--- config.mk ---
export PLATFORM = sky130hd
export DESIGN_NAME = srht_front
export DESIGN_NICKNAME = d
export VERILOG_FILES = /design/src/hw/rtl/srht_pkg.sv /design/src/hw/rtl/srht_front.sv
export SDC_FILE = /design/constraint.sdc
export NUM_CORES = 1
export LEC_CHECK = 0
export BUFFER_PORTS_ARGS = -buffer_cell sky130_fd_sc_hd__buf_2
export CORE_MARGIN = 5
export CORE_UTILIZATION = 30
export CTS_BUF_LIST = sky130_fd_sc_hd__clkbuf_16
export DETAILED_ROUTE_END_ITERATION = 12
export PLACE_DENSITY_LB_ADDON = 0.3
export SETUP_SLACK_MARGIN = 0.2
export SLEW_MARGIN = 30
export SYNTH_ARGS = -nofsm -noshare
export SYNTH_HDL_FRONTEND = slang
export SYNTH_SLANG_ARGS = --single-unit
--- constraint.sdc ---
create_clock -name clk -period 5.6 [get_ports clk]
set_input_delay 0.56 -clock clk [delete_from_list [all_inputs] [get_ports clk]]
set_output_delay 0.56 -clock clk [all_outputs]
set_load 0.05 [all_outputs]
--- src/hw/rtl/srht_pkg.sv ---
package srht_pkg;

    localparam int MAX_CIRCLES_DEF    = 16;
    localparam int MAX_RECTS_DEF      = 16;
    localparam int TRIG_FRAC_BITS_DEF = 14;

    localparam int CW = 15;   // coordinate width
    localparam int SW = 14;   // size width
    localparam int RW = 9;    // rotation width
    localparam int R2W = 28;  // squared radius width

    typedef enum logic [1:0] {
        OP_QUERY = 2'd0,
        OP_ADD_CIRCLE = 2'd1,
        OP_ADD_RECT = 2'd2,
        OP_NONE = 2'd3
    } op_t;

    typedef enum logic [1:0] {
        ST_ADDED = 2'd0,
        ST_MERGED = 2'd1,
        ST_ZERO = 2'd2,
        ST_FULL = 2'd3
    } status_t;

    typedef struct packed {
        op_t             op;
        logic            excluded;
        logic [CW-1:0]   x;
        logic [CW-1:0]   y;
        logic [SW-1:0]   a;
        logic [SW-1:0]   b;
        logic [RW-1:0]   rot;
        logic            zero;
    } cmd_t;

    typedef struct packed {
        logic            in_area;
        status_t         status;
    } res_t;

    typedef enum logic [2:0] {
        S_IDLE,
        S_SCAN,
        S_CALC,
        S_TEST,
        S_WRITE,
        S_DONE
    } state_t;

    // Q1.14-style sine of 0..90 degrees at the given fraction bits, rounded
    function automatic logic [17:0] sin_q(input logic [6:0] d, input int fb);
        real s;
        real pi;
        pi = 3.14159265358979323846;
        s = $sin(pi * real'(d) / 180.0) * real'(64'd1 << fb);
        return 18'($rtoi(s + 0.5));
    endfunction

endpackage

--- src/hw/rtl/srht_front.sv ---
module srht_front (
    input  logic              clk,
    input  logic              rst_n,
    input  logic              in_valid,
    output logic              in_ready,
    input  srht_pkg::cmd_t    in_cmd,
    output logic              q_valid,
    input  logic              q_ready,
    output srht_pkg::cmd_t    q_cmd
);
    import srht_pkg::*;

    // two-entry queue between front and back
    cmd_t      buf_reg [2];
    logic [1:0] cnt_reg;
    logic       wp_reg;
    logic       rp_reg;
    cmd_t       cmd_c;
    logic [RW:0] rot_w;
    logic       push;
    logic       pop;

    always_comb
    begin
        cmd_c = in_cmd;
        rot_w = {1'b0, in_cmd.rot};
        if (rot_w >= 10'd360)
        begin
            rot_w = rot_w - 10'd360;
        end
        cmd_c.rot = rot_w[RW-1:0];
        cmd_c.zero = (in_cmd.a == '0) ||
                     ((in_cmd.op == OP_ADD_RECT) && (in_cmd.b == '0));
    end

    assign in_ready = (cnt_reg != 2'd2);
    assign q_valid = (cnt_reg != 2'd0);
    assign q_cmd = buf_reg[rp_reg];
    assign push = in_valid && in_ready;
    assign pop = q_valid && q_ready;

    always_ff @(posedge clk)
    begin
        if (push)
        begin
            buf_reg[wp_reg] <= cmd_c;
        end
    end

    always_ff @(posedge clk or negedge rst_n)
    begin
        if (!rst_n)
        begin
            cnt_reg <= '0;
            wp_reg <= 1'b0;
            rp_reg <= 1'b0;
        end
        else
        begin
            if (push)
            begin
                wp_reg <= ~wp_reg;
            end
            if (pop)
            begin
                rp_reg <= ~rp_reg;
            end
            cnt_reg <= cnt_reg + 2'(push) - 2'(pop);
        end
    end
endmodule

== Word-level counts from Yosys, hierarchy flattened ==
Memory sizes are Yosys's and may differ from the RTL's.
Index checks and enable logic that the tools add are counted.
Operators by class
  equal/unequal tests: 2
  multiplexer cells: 3
  bitwise operators: 2
  reduce and logical (&&, ||, !) cells: 7
  $add $sub $neg: 3
  $lt $le $gt $ge: 1
Operators with widths (number)
  14-bit logical NOT: 2
  9-bit greater-or-equal comparator, second input constant: 1
  9-bit 2-to-1 mux: 1
  9-bit subtractor, second input constant: 1
  1-bit logical AND: 3
  2-bit by 1-bit adder with 2-bit output: 1
  2-bit == test, second input constant: 1
  1-bit 2-to-1 mux: 2
  2-bit != test, second input constant: 1
  1-bit inverter: 2
  2-bit nonzero test: 1
  2-bit by 1-bit subtractor with 2-bit output: 1
  1-bit logical OR: 1
Storage, ports and cells
  register bits after elaboration: 4
  RAM bits: 142
  memories: 1
  logic and storage cells: 22
  bits of input ports: 75
Memories
  buf_reg: words 2, bits a word 71, rd ports 1, clocked after memory_dff 0, wr ports 1, RTL line srht_front.sv:14  | cmd_t buf_reg [2];

== Longest topological paths before layout ==
Gate-level depths: netlist of run 1.
  depth after elaboration: 4
  depth in mapped cells: 5
  depth with buffers taken out: 5

== Worst setup path after synthesis of run 1 ==
Ideal clock, no wire load.
  kind: register to register
  start: register cnt_reg[0]
  end: memory buf_reg[0][0] (netlist bit), enable pin
  library setup time: 0.501 ns
  stages on the path, launching flop included: 4
  required time: 5.099 ns
  arrival: 4.030 ns
  setup slack: 1.070 ns
  buffers on the path: 0
  path through: dfrtp_1 -> nand2b_1 -> nand2_1 -> nor2_1
Between the ends
  word-level cells in the longest chain between the ends: 4
RTL lines
  start, declared: RTL line srht_front.sv:15  | logic [1:0] cnt_reg;
  start signal, assigned: RTL line srht_front.sv:68  | cnt_reg <= cnt_reg + 2'(push) - 2'(pop);
  2-bit != test: RTL line srht_front.sv:36  | assign in_ready = (cnt_reg != 2'd2);
  named net in_ready: RTL line srht_front.sv:5  | output logic in_ready,
  1-bit logical AND: RTL line srht_front.sv:39  | assign push = in_valid && in_ready;
  1-bit 2-to-1 mux: RTL line srht_front.sv:44  | if (push)
  1-bit 2-to-1 mux (not written as such): RTL line srht_front.sv:46  | buf_reg[wp_reg] <= cmd_c;
  end, declared: RTL line srht_front.sv:14
The timed path passes the listed nets, and every way through them passes these cells.

==> reports/metrics.cfg, run 1 <==
[drt]
detail-route-antenna-nets=0
vias=3073
via_per_inst=4.46
avgRoutedWirePerCell_um=16.9
drc_errors=0
drt-total-wl_um=11600
drt-initial-drc-count=58
dr.pass1.iters=4

[clocking]
cts.sink_count=146
post_cts_buffers=0
cts-htree-levels=4
cts_buffers=17
worstSkewPairLatency_ns=0.41
path_clk_slew_ns=0.07
cts_tree=built
root_buffer=clkbuf_16
cts_buffer_depth=2

[placement]
port_buffers=146
pre_cts_ws_ns=2.98
dp_hpwl_um=7880
place_inst=656
place.gp.congestion=0.826

[die]
coreArea_um2=18600
rows=50
start_util_pct=30.2
num_io_pins=148
dieWidth_um=147
die_y_um=147
die_area_um2=21500

[synth]
async_reset_ff_share_pct=2.74
synth.avg_cell_area_um2=19.9
yosysWarnings=0
ys_seq_area_share_pct=77.9
syn_inst=281
synthDistinctLibCells=33
synth_top_area_share_pct=76.1
synthFlopType=edfxtp_1
synth_area_leaders=edfxtp_1 (76%), mux2_2 (14%), dfrtp_1 (1.8%), buf_2 (0.71%), nor4_1 (0.67%)
netlist_area_um2=5610
yosysTopAreaCell=edfxtp_1
yosys_register_bits=146
synth_edf_count=142
synth_fp_nets=358

[timing]
setup_viol_count_final=0
finalMaxSlewViolations=0
fin_crit_sh_pct=46.4
clock-skew-final_ns=0.00817
relSlewSlack_pct=49.0
fmax_ghz=0.384
grt_setup_unrepaired=false
tightest_slew_ns=0.763
fin_ws_ns=3.00
fin_crit_ns=2.60
hold_viol=0
finalSetupTns_ns=0
hold_slack_ns=0.336

[setup_path]
reg2reg_to=buf_reg[0][18]
crit_buf_inv=2
critPathSlowestCell=dfrtp_4
rr_worst_depth=4
critPathLaunchType=flip-flop
critPathKind=reg -> out
critPathMaxStageDelay_ns=0.72
cp_data_arrival_time_ns=2.04
crit_required_ns=5.04
path_cells=buf_16 -> mux2_2 -> buf_2
r2r_slack_ns=3.18
critPathTopFamily=flip-flops
crit_path_max_fanout=43
reg2reg_from=cnt_reg[0]
endpoint_kind=output pin

[layout]
drive_gt1_share_pct=57.4
syn_to_final_growth_pct=29.8
num_antenna_cells=0
multi_input_area_um2=1200
layout.area.seq_um2=4370
fillers=1747
fin_cells=689
nets=519
largest_register_ff_count=142

[hold_path]
min_from=in_cmd[65]
min_path_cells=1
hold_end=buf_reg[1][65]
hold_class=in -> reg

[power_and_ir_drop]
max-vdd-ir-drop_uv=237
p_leak_uw=0.00269
power.density_nw_per_um2=617

[global_routing]
grt_overflow_total=0
grtUsageTotal_pct=11.0
grt_antenna_before_repair=1
grt_pass1_vias=3341
grt_max_degree=47
grt_pass1_wl_um=18200

[flow_run]
drv_cap=0

[status]
status=finished clean

==> cells in the mapped netlist, types with 2 or more instances <==
master / number
and3b_1: 2
edfxtp_1: 142
nand2_1: 4
o21ai_0: 6
xnor2_1: 3
mux2_2: 71
nand2b_1: 3
buf_2: 8
nand4_1: 2
nor4_1: 6
dfrtp_1: 4
ha_1: 2
inv_1: 4
nor2_1: 5
==> worst max-delay path by stage <==
stage / start / to / slack, ns / cells after the start
after global placement: in_valid / buf_reg[0][2] / 3.00 / 4
after global routing: rp_reg / q_cmd[5] / 2.88 / 3
final: rp_reg / q_cmd[5] / 3.00 / 3
after detailed placement: in_valid / buf_reg[0][31] / 2.98 / 4
after CTS: rp_reg / q_cmd[5] / 2.93 / 3
after floorplan: cnt_reg[0] / buf_reg[0][0] / 1.07 / 3
==> cell type report <==
| class | count | share of cell area, % |
|---|---|---|
| Clock buffer | 17 | 5.84 |
| Clock inverter | 15 | 2.41 |
| Inverter | 4 | 0.206 |
| Multi-Input combinational cell | 123 | 16.5 |
| Sequential cell | 146 | 60.0 |
| Tap cell | 234 | 4.02 |
| Timing Repair Buffer | 150 | 11.0 |
==> cells by family (layout without fill, tap and decap cells) <==
| kind of cell | Yosys count | in the layout | synth area share, % |
|---|---|---|---|
| compound gates | 18 | 18 | 2.72 |
| xor+xnor | 3 | 3 | 0.469 |
| fa+ha+maj | 2 | 2 | 0.446 |
| buf+inv | 12 | 186 | 0.982 |
| flops | 146 | 146 | 77.9 |
| mux | 71 | 71 | 14.3 |
| simple gates | 29 | 29 | 3.26 |
==> stage by stage <==
stage               instance area (µm²)  power, µW  utilization (%)
detailed placement                 6670       3410             35.9
finish                             7280       4490             39.2
global route                       7280       4700             39.2
CTS                                7280       4570             39.2
global placement                   6610       3360             35.6
floorplan                          5610       2980                -
==> power by group <==
part | internal [µW] | switching, µW
sequential | 1500 | 105
combinational | 488 | 1260
clock | 671 | 468
==> metal layers <==
metal  GRT usage, %  vias to the layer above  part of all wire (%)
li1               -                     1451                     -
met1           12.6                     1523                    42
met2           19.1                       90                    52
met3           4.01                        7                   5.8
met4           3.81                        2                  0.82
met5              0                        -                 0.095
==> worst register-to-register path, delay by kind of cell (launching register included) <==
kind	cells	cell delay (ns)
buffers and inverters	1	0.69
flip-flops	1	0.44
AND/OR/NAND/NOR	3	0.90
==> timing repair <==
action,in CTS,in global routing
hold buffers,1,0
resized for setup,0,0
endpoints found under the hold margin,4,0
==> cell usage in the layout, fill, tap and decap left out, drive strengths merged <==
cell type,n
clkinv,5
and3b,2
edfxtp,142
nand2b,3
dlygate4sd3,1
mux2,71
a32oi,1
nor2b,1
or3,1
dfrtp,4
and3,1
a211oi,2
a2bb2oi,1
bufinv,2
ha,2
o41ai,1
a21bo,1
buf,149
xnor2,3
o2bb2ai,1
nor4,6
nor2,5
nand2,4
or2,1
clkbuf,17
nand4,2
inv,10
nand3,1
nor4b,2
o21ai,6
o31ai,1
o21ba,1
o21a,1
clkinvlp,2
o211ai,1
a2111o,1
Note: power is estimated with default switching activity, not from simulation.
==> run 2, diff against run 1 <==
==> constraint.sdc (replaced) <==
create_clock -name clk -period 2.5 [get_ports clk]
set_input_delay 0.25 -clock clk [delete_from_list [all_inputs] [get_ports clk]]
set_output_delay 0.25 -clock clk [all_outputs]
set_load 0.05 [all_outputs]
==> reports/metrics.cfg, run 2 (same netlist as run 1, synthesis figures left out) <==
[status]
status=finished clean

[global_routing]
grt_pass1_wl_um=18800  ; +3.3%
grtUsageTotal_pct=11.3  ; +0.28 points
grt_max_degree=50  ; +6.4%
grt_overflow_total=0  ; unchanged
grt_pass1_vias=3484  ; +4.3%
grt_antenna_before_repair=3  ; +2

[clocking]
cts_buffer_depth=2  ; unchanged
cts_buffers=17  ; unchanged
root_buffer=clkbuf_16
cts.repair.resized=0  ; unchanged
cts.sink_count=146  ; unchanged
cts-htree-levels=4  ; unchanged
cts_tree=built
worstSkewPairLatency_ns=0.41  ; about the same
path_clk_slew_ns=0.06  ; about the same

[die]
die_y_um=147  ; unchanged
die_area_um2=21500  ; unchanged
dieWidth_um=147  ; unchanged
rows=50  ; unchanged
start_util_pct=30.2  ; unchanged
coreArea_um2=18600  ; unchanged
num_io_pins=148  ; unchanged

[timing]
setup_viol_count_final=0  ; unchanged
relSlewSlack_pct=65.6  ; +17 points
finalSetupTns_ns=0  ; unchanged
fmax_ghz=0.476
clock-skew-final_ns=0.00403  ; -0.00414 ns
tightest_slew_ns=0.512  ; -0.251 ns
hold_viol=0  ; unchanged
fin_crit_sh_pct=84.0
grt_setup_unrepaired=false
fin_crit_ns=2.10
finalMaxSlewViolations=0  ; unchanged

[power_and_ir_drop]
power.density_nw_per_um2=1400  ; +130%
power_uw=10300  ; +130%
p_leak_uw=0.00275  ; +1.9%
max-vdd-ir-drop_uv=574  ; +140%

[layout]
largest_register_ff_count=142  ; unchanged
final_common_cell=buf_2
post-route-util_pct=39.6  ; +0.44 points
drive_gt1_share_pct=57.4  ; +0.061 points
syn_to_final_growth_pct=31.3
num_antenna_cells=0  ; unchanged
final_area_um2=7360  ; +1.1%
nets=524  ; +0.96%
final_cell_mix=buf_2 (146), edfxtp_1 (142), mux2_2 (71), clkbuf_16 (17)

[drt]
drt-total-wl_um=12000  ; +3.5%
drt-initial-drc-count=151  ; +160%
avgRoutedWirePerCell_um=17.4  ; +3.1%
via_per_inst=4.50  ; +0.89%
vias=3114  ; +1.3%
drc_errors=0  ; unchanged
dr.pass1.iters=4  ; unchanged
detail-route-antenna-nets=0  ; unchanged

[setup_path]
path_cells=buf_12 -> mux2_2 -> buf_2
crit_buf_inv=2  ; unchanged
critPathKind=reg -> out
crit_required_ns=2.25  ; -2.79 ns
cp_data_arrival_time_ns=1.85  ; -0.19 ns
endpoint_kind=output pin
critPathMaxStageDelay_ns=0.62  ; -0.10 ns
critPathSlowestCell=dfrtp_4
crit_path_max_fanout=22  ; -49%
critPathTopFamily=flip-flops
critPathLaunchType=flip-flop

[placement]
place.gp.congestion=0.770  ; -6.8%
port_buffers=146  ; unchanged
dpl_cell_area_um2=6720  ; +0.71%
dp_hpwl_um=8020  ; +1.8%

[flow_run]
drv_cap=0  ; unchanged

[hold_path]
hold_class=in -> reg

-- run 2: cell types whose count changed in the layout (fill, tap and decap cells not counted), sizes merged --
cell      previous run  this run
bufinv               2         5
clkinv               5         6
clkinvlp             2         1
inv                 10         5
buf                149       154
-- run 2: layout make-up --
class                           instances  area (µm²)
Clock inverter                         13         194
Sequential cell                       146        4370
Multi-Input combinational cell        123        1210
Timing Repair Buffer                  155         858
Inverter                                4        15.0
Clock buffer                           17         425
Fill cell                            1731       11200
Tap cell                              234         293
-- run 2: per-stage QoR --
step	setup slack, ns	hold WS [ns]	instances
floorplan	0.206	-0.0456	281
global placement	0.684	0.0636	660
detailed placement	0.676	0.0643	660
CTS	0.222	0.00254	691
global route	0.311	0.00308	692
finish	0.400	0.0317	692
-- run 2: final timing paths --
check / startpoint / endpoint / slack, ns / depth (start not counted)
setup / recovery: rp_reg / q_cmd[64] / 0.40 / 3
hold / removal: in_cmd[40] / buf_reg[1][40] / 0.03 / 1
setup reg to reg: cnt_reg[0] / buf_reg[1][61] / 0.84 / 3
hold reg to reg: wp_reg / wp_reg / 0.56 / 1
max in group asynchronous: rst_n / rp_reg / 2.17 / 2
min in group asynchronous: rst_n / wp_reg / 0.19 / 2
-- run 2: power by group --
part | internal [µW] | switching [µW] | leakage (µW)
Combinational | 1170 | 2900 | 0.00107
Clock | 1740 | 924 | 0.000307
Sequential | 3350 | 208 | 0.00137
Total | 6260 | 4030 | 0.00275
-- run 2: what timing repair did --
action                                  in CTS  in global routing
endpoints found under the setup margin       0                 38
hold buffers                                 1                  0
endpoints found under the hold margin        4                  0
setup buffers                                0                  1
-- run 2: metal layers --
layer	track usage [%]	part of all wire, %	vias up
met5	0	0.28	-
met4	3.86	1.2	6
met3	4.41	6.0	18
met2	18.9	50	95
met1	13.3	42	1548
li1	-	-	1447
-- run 2: worst register-to-register path, cell delays in order, from the launching register on --
cell and delay (ns):
dfrtp_1 0.44, nand2b_4 0.18, and3_4 0.43, buf_4 0.30
